File: src/hdl/dq_pkg.sv
`default_nettype none

package dq_pkg;

    localparam int DATA_W = 32;

    localparam logic [2:0] CMD_QUERY      = 3'd0;
    localparam logic [2:0] CMD_PUSH_FRONT = 3'd1;
    localparam logic [2:0] CMD_PUSH_BACK  = 3'd2;
    localparam logic [2:0] CMD_POP_FRONT  = 3'd3;
    localparam logic [2:0] CMD_POP_BACK   = 3'd4;

    // Value shown for a missing front, back or popped entry.
    localparam logic signed [DATA_W-1:0] EMPTY_VALUE = -32'sd1;

    typedef struct packed {
        logic pop_failed;
        logic push_dropped;
        logic front_from_ram;
        logic back_from_ram;
    } dq_status_t;

endpackage

`default_nettype wire

File: src/hdl/dq_ctrl.sv
`default_nettype none

module dq_ctrl
    import dq_pkg::*;
#(
    parameter int DEPTH = 1024
) (
    input  wire logic                       clk,
    input  wire logic                       rst_n,
    input  wire logic                       accept,
    input  wire logic [2:0]                 command,
    input  wire logic signed [DATA_W-1:0]   value,
    input  wire logic signed [DATA_W-1:0]   rd_data,
    output logic                            ram_we,
    output logic [$clog2(DEPTH)-1:0]        ram_waddr,
    output logic signed [DATA_W-1:0]        ram_wdata,
    output logic                            ram_re,
    output logic [$clog2(DEPTH)-1:0]        ram_raddr,
    output logic signed [DATA_W-1:0]        popped,
    output dq_status_t                      status,
    output logic [$clog2(DEPTH+1)-1:0]      count_new,
    output logic signed [DATA_W-1:0]        front_new,
    output logic signed [DATA_W-1:0]        back_new
);

    localparam int AW = $clog2(DEPTH);
    localparam int CW = $clog2(DEPTH + 1);
    localparam int SW = AW + 1;

    logic [AW-1:0]             head_reg, head_next;
    logic [CW-1:0]             count_reg, count_next;
    logic signed [DATA_W-1:0]  front_reg, front_next;
    logic signed [DATA_W-1:0]  back_reg, back_next;
    logic                      front_load_reg, front_load_next;
    logic                      back_load_reg, back_load_next;

    logic signed [DATA_W-1:0]  cur_front, cur_back;
    logic [AW-1:0]             tail_pos, tail_m2_pos, head_inc, head_dec;
    logic                      full, empty;

    // The sum of two ring offsets stays below twice the depth.
    function automatic logic [AW-1:0] wrap(input logic [SW-1:0] sum);
        logic [SW-1:0] r;
        r = (sum >= SW'(DEPTH)) ? sum - SW'(DEPTH) : sum;
        return r[AW-1:0];
    endfunction

    // A front or back entry refilled by the last pop arrives from the RAM's read register in the cycle after that pop.
    assign cur_front = front_load_reg ? rd_data : front_reg;
    assign cur_back  = back_load_reg  ? rd_data : back_reg;

    assign full        = (count_reg == CW'(DEPTH));
    assign empty       = (count_reg == '0);
    assign tail_pos    = wrap(SW'(head_reg) + SW'(count_reg));
    assign tail_m2_pos = wrap(SW'(head_reg) + SW'(count_reg) - SW'(2));
    assign head_inc    = wrap(SW'(head_reg) + SW'(1));
    assign head_dec    = (head_reg == '0) ? AW'(DEPTH - 1) : head_reg - AW'(1);

    always_comb
    begin
        head_next       = head_reg;
        count_next      = count_reg;
        front_next      = cur_front;
        back_next       = cur_back;
        front_load_next = 1'b0;
        back_load_next  = 1'b0;
        ram_we          = 1'b0;
        ram_waddr       = tail_pos;
        ram_wdata       = value;
        ram_re          = 1'b0;
        ram_raddr       = head_inc;
        popped          = EMPTY_VALUE;
        status          = '0;
        if (accept)
        begin
            case (command)
                CMD_PUSH_FRONT:
                begin
                    if (full)
                    begin
                        status.push_dropped = 1'b1;
                    end
                    else
                    begin
                        head_next  = head_dec;
                        count_next = count_reg + CW'(1);
                        ram_we     = 1'b1;
                        ram_waddr  = head_dec;
                        front_next = value;
                        if (empty)
                        begin
                            back_next = value;
                        end
                    end
                end
                CMD_PUSH_BACK:
                begin
                    if (full)
                    begin
                        status.push_dropped = 1'b1;
                    end
                    else
                    begin
                        count_next = count_reg + CW'(1);
                        ram_we     = 1'b1;
                        ram_waddr  = tail_pos;
                        back_next  = value;
                        if (empty)
                        begin
                            front_next = value;
                        end
                    end
                end
                CMD_POP_FRONT:
                begin
                    if (empty)
                    begin
                        status.pop_failed = 1'b1;
                    end
                    else
                    begin
                        popped     = cur_front;
                        head_next  = head_inc;
                        count_next = count_reg - CW'(1);
                        if (count_reg != CW'(1))
                        begin
                            ram_re          = 1'b1;
                            ram_raddr       = head_inc;
                            front_load_next = 1'b1;
                        end
                    end
                end
                CMD_POP_BACK:
                begin
                    if (empty)
                    begin
                        status.pop_failed = 1'b1;
                    end
                    else
                    begin
                        popped     = cur_back;
                        count_next = count_reg - CW'(1);
                        if (count_reg != CW'(1))
                        begin
                            ram_re         = 1'b1;
                            ram_raddr      = tail_m2_pos;
                            back_load_next = 1'b1;
                        end
                    end
                end
                default:
                begin
                end
            endcase
        end
        status.front_from_ram = front_load_next;
        status.back_from_ram  = back_load_next;
    end

    assign count_new = count_next;
    assign front_new = front_next;
    assign back_new  = back_next;

    always_ff @(posedge clk or negedge rst_n)
    begin
        if (!rst_n)
        begin
            head_reg       <= '0;
            count_reg      <= '0;
            front_load_reg <= 1'b0;
            back_load_reg  <= 1'b0;
        end
        else
        begin
            head_reg       <= head_next;
            count_reg      <= count_next;
            front_load_reg <= front_load_next;
            back_load_reg  <= back_load_next;
        end
    end

    always_ff @(posedge clk)
    begin
        front_reg <= front_next;
        back_reg  <= back_next;
    end

endmodule

`default_nettype wire

File: config.mk
export PLATFORM = sky130hd
export DESIGN_NAME = dq_ctrl
export DESIGN_NICKNAME = d
export VERILOG_FILES = /design/src/hdl/dq_pkg.sv /design/src/hdl/dq_ctrl.sv
export SDC_FILE = /design/constraint.sdc
export NUM_CORES = 1
export LEC_CHECK = 0
export BUFFER_PORTS_ARGS = -buffer_cell sky130_fd_sc_hd__buf_2
export CAP_MARGIN = 20
export CORE_UTILIZATION = 51
export DETAILED_ROUTE_END_ITERATION = 6
export PLACE_DENSITY = 0.88
export SETUP_SLACK_MARGIN = 0.02
export SLEW_MARGIN = 20
export SYNTH_ARGS = -nofsm -noshare
export SYNTH_HDL_FRONTEND = slang
export SYNTH_SLANG_ARGS = --single-unit
File: constraint.sdc
create_clock -name clk -period 3.1 [get_ports clk]
set_input_delay 0.155 -clock clk [delete_from_list [all_inputs] [get_ports clk]]
set_output_delay 0.155 -clock clk [all_outputs]
set_load 0.005 [all_outputs]
* Word level (Yosys, flattened, before mapping)
Cells that the tools add are included.
** Cells by class
- $add $sub $neg :: 9
- $mul :: 0
- Div/mod/pow operators :: 0
- Magnitude comparators :: 3
- Eq/ne operators :: 8
- Shifts and indexed selects :: 0
- Muxes and demuxes :: 50
- Bitwise operators :: 0
- Reduce and logical (&&, ||, !) cells :: 6
** Operators with widths (number)
- $mux W32 :: 13
- $pmux W32 S2 :: 3
- $mux W10 :: 13
- $sub A10 B1 Y10 const B :: 4
- $ge A11 B11 Y1 const B :: 3
- $mux W11 :: 3
- $pmux W11 S2 :: 1
- $pmux W10 S2 :: 1
- $mux W1 :: 15
- $add A10 B1 Y11 const B :: 1
- $add A10 B11 Y11 :: 1
- $add A11 B1 Y11 const B :: 1
- $eq A11 B11 Y1 const B :: 1
- $logic_not A11 Y1 :: 1
- $ne A11 B1 Y1 const B :: 1
- $sub A11 B1 Y11 const B :: 1
- $sub A11 B2 Y11 const B :: 1
- $logic_not A10 Y1 :: 1
- $eq A3 B2 Y1 const B :: 2
- $ne A2 B2 Y1 const B :: 2
- $reduce_and A4 Y1 :: 1
- $reduce_or A2 Y1 :: 2
- $eq A3 B1 Y1 const B :: 1
- $eq A3 B3 Y1 const B :: 1
- 2 further kinds :: 2
** Word-level totals
- Flip-flop bits (word level) :: 87
- Bits in latches :: 0
- RAM bits :: 0
- Memory bits (read-only) :: 0
- Input bits :: 70
- Output and inout port bits :: 165
- Logic and storage cells :: 82
- Memories :: 0

* Depth between registers and ports, before layout
- Depth after elaboration :: 8
- Mapped depth :: 11
- Gate-level depth less buffers :: 10

* Worst setup path before layout
No wires, ideal clock.
- Kind :: register to output
- From :: register count_reg[3]
- To :: output ram_waddr[0]
- Arrival :: 2.366 ns
- Data required time :: 2.945 ns
- Setup slack :: 0.579 ns
- Stages on the path, launching flop included :: 10
- Buffers on the path :: 3
- Cell sequence :: dfrtp_1 or4_4 nor4b_4 nand3_2 and3b_1 buf_6 nor2b_4 buf_6 buf_6 a31oi_1
** Between the ends
- Word-level cells in the longest chain between the ends :: 6
- Elaborated cells on any way between the ends :: 7
- Those cells by class :: 1 x add/sub; 1 x order compare; 1 x eq/ne; 4 x mux
** RTL lines
- start: declaration :: RTL line dq_ctrl.sv:31 : logic [CW-1:0] count_reg, count_next;
- start signal: assignment :: RTL line dq_ctrl.sv:176 : count_reg <= count_next;
- $add A10 B11 Y11 :: RTL line dq_ctrl.sv:54 : assign tail_pos = wrap(SW'(head_reg) + SW'(count_reg));
- $ge A11 B11 Y1 :: RTL line dq_ctrl.sv:44 : r = (sum >= SW'(DEPTH)) ? sum - SW'(DEPTH) : sum;
- $mux W10 :: RTL line dq_ctrl.sv:44
- $mux W10 :: RTL line dq_ctrl.sv:79 : if (full)
- $mux W10
- $mux W10 * :: RTL line dq_ctrl.sv:74 : if (accept)
- end: declaration :: RTL line dq_ctrl.sv:15 : output logic [$clog2(DEPTH)-1:0] ram_waddr,
Every way passes the cells marked *; elsewhere a longest branch is shown, timed or not.

* Final worst setup path
- From :: register head_reg[0]
- To :: output ram_waddr[1]
** Between the ends
- Word-level cells in the longest chain between the ends :: 6
- Elaborated cells on any way between the ends :: 10
- Those cells by class :: 3 x add/sub; 1 x order compare; 5 x mux; 1 x reduce/logical
** RTL lines
- start: declaration :: RTL line dq_ctrl.sv:30 : logic [AW-1:0] head_reg, head_next;
- start signal: assignment :: RTL line dq_ctrl.sv:175 : head_reg <= head_next;
- $add A10 B11 Y11 :: RTL line dq_ctrl.sv:54
- $sub A10 B1 Y10 or $ge A11 B11 Y1 (tied branches) :: RTL line dq_ctrl.sv:44
- $mux W10 :: RTL line dq_ctrl.sv:44
- $mux W10 :: RTL line dq_ctrl.sv:79
- $mux W10
- $mux W10 * :: RTL line dq_ctrl.sv:74
Marks and branches as above.

==> impl_metrics.py <==
metrics = {
    "outcome": {
        "outcome": "finished, final reports clean",
    },
    "logic_synthesis": {
        "synth_edf_count": 0,
        "synth.net_count": 870,
        "yosys.cell_count.top_type": "a21oi_1",
        "syn_area_per_cell_um2": 8.00,
        "netlist_area_um2": 6270,
        "syn_inst": 784,
        "ys_types": 61,
        "synth_top_flop_cell": "dfxtp_1",
        "synth-seq-cells": 87,
        "ys_top_cells_by_area": "dfxtp_1 (20%), mux2i_1 (11%), dfrtp_1 (9.2%)",
        "synth_area_leader_cell": "dfxtp_1",
        "synth_top_area_share_pct": 20.4,
        "async_flop_share_pct": 26.4,
        "ys_seq_area_share_pct": 29.6,
        "synth_common_cells": "a21oi_1 (110), o21ai_0 (85), mux2i_1 (66)",
        "ys_warn_count": 0,
    },
    "sta": {
        "tightest_slew_ns": 0.901,
        "finalSetupTns_ns": 0,
        "fin_ws_ns": 0.0624,
        "fin_skew_ns": 0.0103,
        "period_share_pct": 98.0,
        "finalMaxSlewViolations": 0,
        "slew_headroom_pct": 40.0,
        "finalHoldViolations": 0,
        "fmax_ghz": 0.329,
        "rsz0062_at_grt": "true",
        "final-setup-viol-count": 0,
        "period_needed_ns": 3.04,
    },
    "layout": {
        "final_cell_area_um2": 8000,
        "drive_gt1_share_pct": 35.8,
        "final_util_pct": 66.6,
        "nets": 1063,
        "area_delta_synth_final_pct": 27.6,
    },
    "clock_tree": {
        "root_buffer": "clkbuf_16",
        "clock_latency_ns": 0.36,
        "tritoncts": "yes",
        "htree_levels": 3,
        "path_clk_slew_ns": 0.07,
        "cts_buffers": 9,
        "clockBufferDepth": 2,
        "cts_sinks": 87,
    },
    "worst_setup_path": {
        "arrival_ns": 2.88,
        "worst_r2r_path_depth": 8,
        "critPathLaunch": "head_reg[0]$_DFFE_PN0P_",
        "criticalPathCategory": "reg2out",
        "critPathCapture": "ram_waddr[1]",
        "critPathMaxFanout": 7,
        "critPathCaptureType": "primary output",
        "crit_required_ns": 2.94,
        "rrSetupSlack_ns": 0.42,
        "cp-start-kind": "flop",
        "r2r_start": "head_reg[0]$_DFFE_PN0P_",
        "timing.rr.end": "head_reg[9]$_DFFE_PN0P_",
    },
    "floorplan": {
        "io_pins": 235,
        "die_y_um": 113,
        "initial_utilization_pct": 52.2,
        "die-area_um2": 12700,
        "num_rows": 40,
        "coreArea_um2": 12000,
        "die_x_um": 113,
    },
    "placed_design": {
        "routabilityCongestion": 0.916,
        "post-place-ws_ns": 0.268,
        "place_hpwl_mm": 14.8,
        "dpl_cell_area_um2": 7340,
        "io_buffers": 234,
    },
    "power_and_ir_drop": {
        "share_comb_of_total_power_pct": 57.9,
        "p_switching_uw": 2920,
        "leakagePower_uw": 0.00337,
        "ir_worst_vdd_uv": 554,
        "total_power_uw": 6680,
        "clock_power_share_pct": 15.7,
        "swShare_pct": 43.8,
        "power_density_nw_per_um2": 834,
        "p_seq_share_pct": 26.4,
        "internal-power_uw": 3750,
    },
    "global_route": {
        "antenna_found_initial": 4,
        "grt_overflow_total": 0,
        "grt_pass1_vias": 6400,
        "track_usage_pct": 32.0,
        "grt_pass1_wl_mm": 32.2,
        "grt_max_degree": 42,
    },
    "route": {
        "wl_mm": 21.9,
        "routedWlPerCell_um": 19.3,
        "drt_first_iter_violations": 766,
        "ant_nets": 0,
        "vias": 7067,
        "drc": 0,
        "via_per_inst": 6.24,
        "drtPass1Iterations": 5,
    },
    "worst_hold_path": {
        "hold_class": "in2reg",
    },
    "job": {
        "drv_cap": 0,
    },
}
[per-layer routing]
layer	GRT usage, %	vias up	routed length (µm)
li1	-	3236	-
met1	38.8	3295	8670
met2	53.7	466	10300
met3	7.45	70	2030
met4	15.3	0	841
met5	0	-	0
[worst max-delay path, cell delays in order (launching register included)]
cell and delay [ns]:
dfrtp_1 0.41, buf_4 0.18, inv_1 0.09, ha_1 0.21, nand2_1 0.13, or4_1 0.54, or4_4 0.51, a31oi_1 0.29
buf_2 0.17
[worst min path at each step]
stage	from	depth (start not counted)	to	slack, ns
finish	value[8]	3	front_reg[8]$_DFF_P_	0.08
global route	value[3]	3	front_reg[3]$_DFF_P_	0.10
CTS	value[8]	3	front_reg[8]$_DFF_P_	0.07
detailed placement	rst_n	1	head_reg[8]$_DFFE_PN0P_	0.18
global placement	rst_n	1	count_reg[6]$_DFF_PN0_	0.19
floorplan	rst_n	0	back_load_reg$_DFF_PN0_	-0.14
[cell usage in the layout, fill, tap and decap left out, types with 4 or more instances in the layout]
master	n
clkbuf_16	12
nor3_1	9
dfxtp_1	64
dfrtp_1	17
o21ai_0	73
o31ai_1	6
nor2b_1	10
inv_1	13
o21ai_1	14
buf_2	234
diode_2	4
o221ai_1	33
and3_1	6
a21oi_2	20
nor2_1	42
nand2b_1	5
xnor2_1	17
dfrtp_2	6
ha_1	13
mux2i_1	66
buf_4	36
or3_1	6
a21oi_1	89
a32oi_1	6
xor2_1	19
nand2_1	49
nand4_1	8
nand3_1	30
[power by group through the flow]
stage / combinational [µW] / clock [µW] / sequential [µW]
6_report: 3870 / 1050 / 1760
5_1_grt: 4230 / 1090 / 1790
4_1_cts: 3540 / 1050 / 1740
3_5_place_dp: 3450 / 0 / 1750
3_3_place_gp: 3390 / 0 / 1750
2_1_floorplan: 2370 / 0 / 1640
[stage by stage]
stage	hold slack, ns	instances
finish	0.0816	1132
global route	0.100	1132
CTS	0.0733	1113
detailed placement	0.183	1096
global placement	0.188	1096
floorplan	-0.141	784
[layout make-up]
| type | instances | area (µm²) |
|---|---|---|
| Tap cell | 147 | 184 |
| Clock buffer | 11 | 243 |
| Sequential cell | 87 | 1860 |
| Timing Repair Buffer | 280 | 1620 |
| Clock inverter | 4 | 28.8 |
| Inverter | 13 | 48.8 |
| Multi-Input combinational cell | 586 | 4000 |
| Antenna cell | 4 | 10.0 |
| Fill cell | 959 | 4010 |
[logic make-up after synthesis]
kind of cell / after synthesis / synth area share (%)
buffers and inverters: 111 / 9.58
AND/OR/NAND/NOR: 195 / 16.0
flip-flops: 87 / 29.6
multiplexers: 68 / 10.9
AO/OA/AOI/OAI: 271 / 25.6
adder cells (fa/ha/maj): 16 / 3.31
XOR/XNOR: 36 / 5.03
[timing repair]
item                                   in CTS  in global routing
pin swaps                                   2                  8
endpoints found under the hold margin      23                  0
buffers inserted                            1                 11
cloned                                      0                  4
gates resized for setup                     7                 53
hold buffers                                1                  0
setup endpoints to repair                  61                 67
Note: power is estimated with default switching activity, not from simulation.
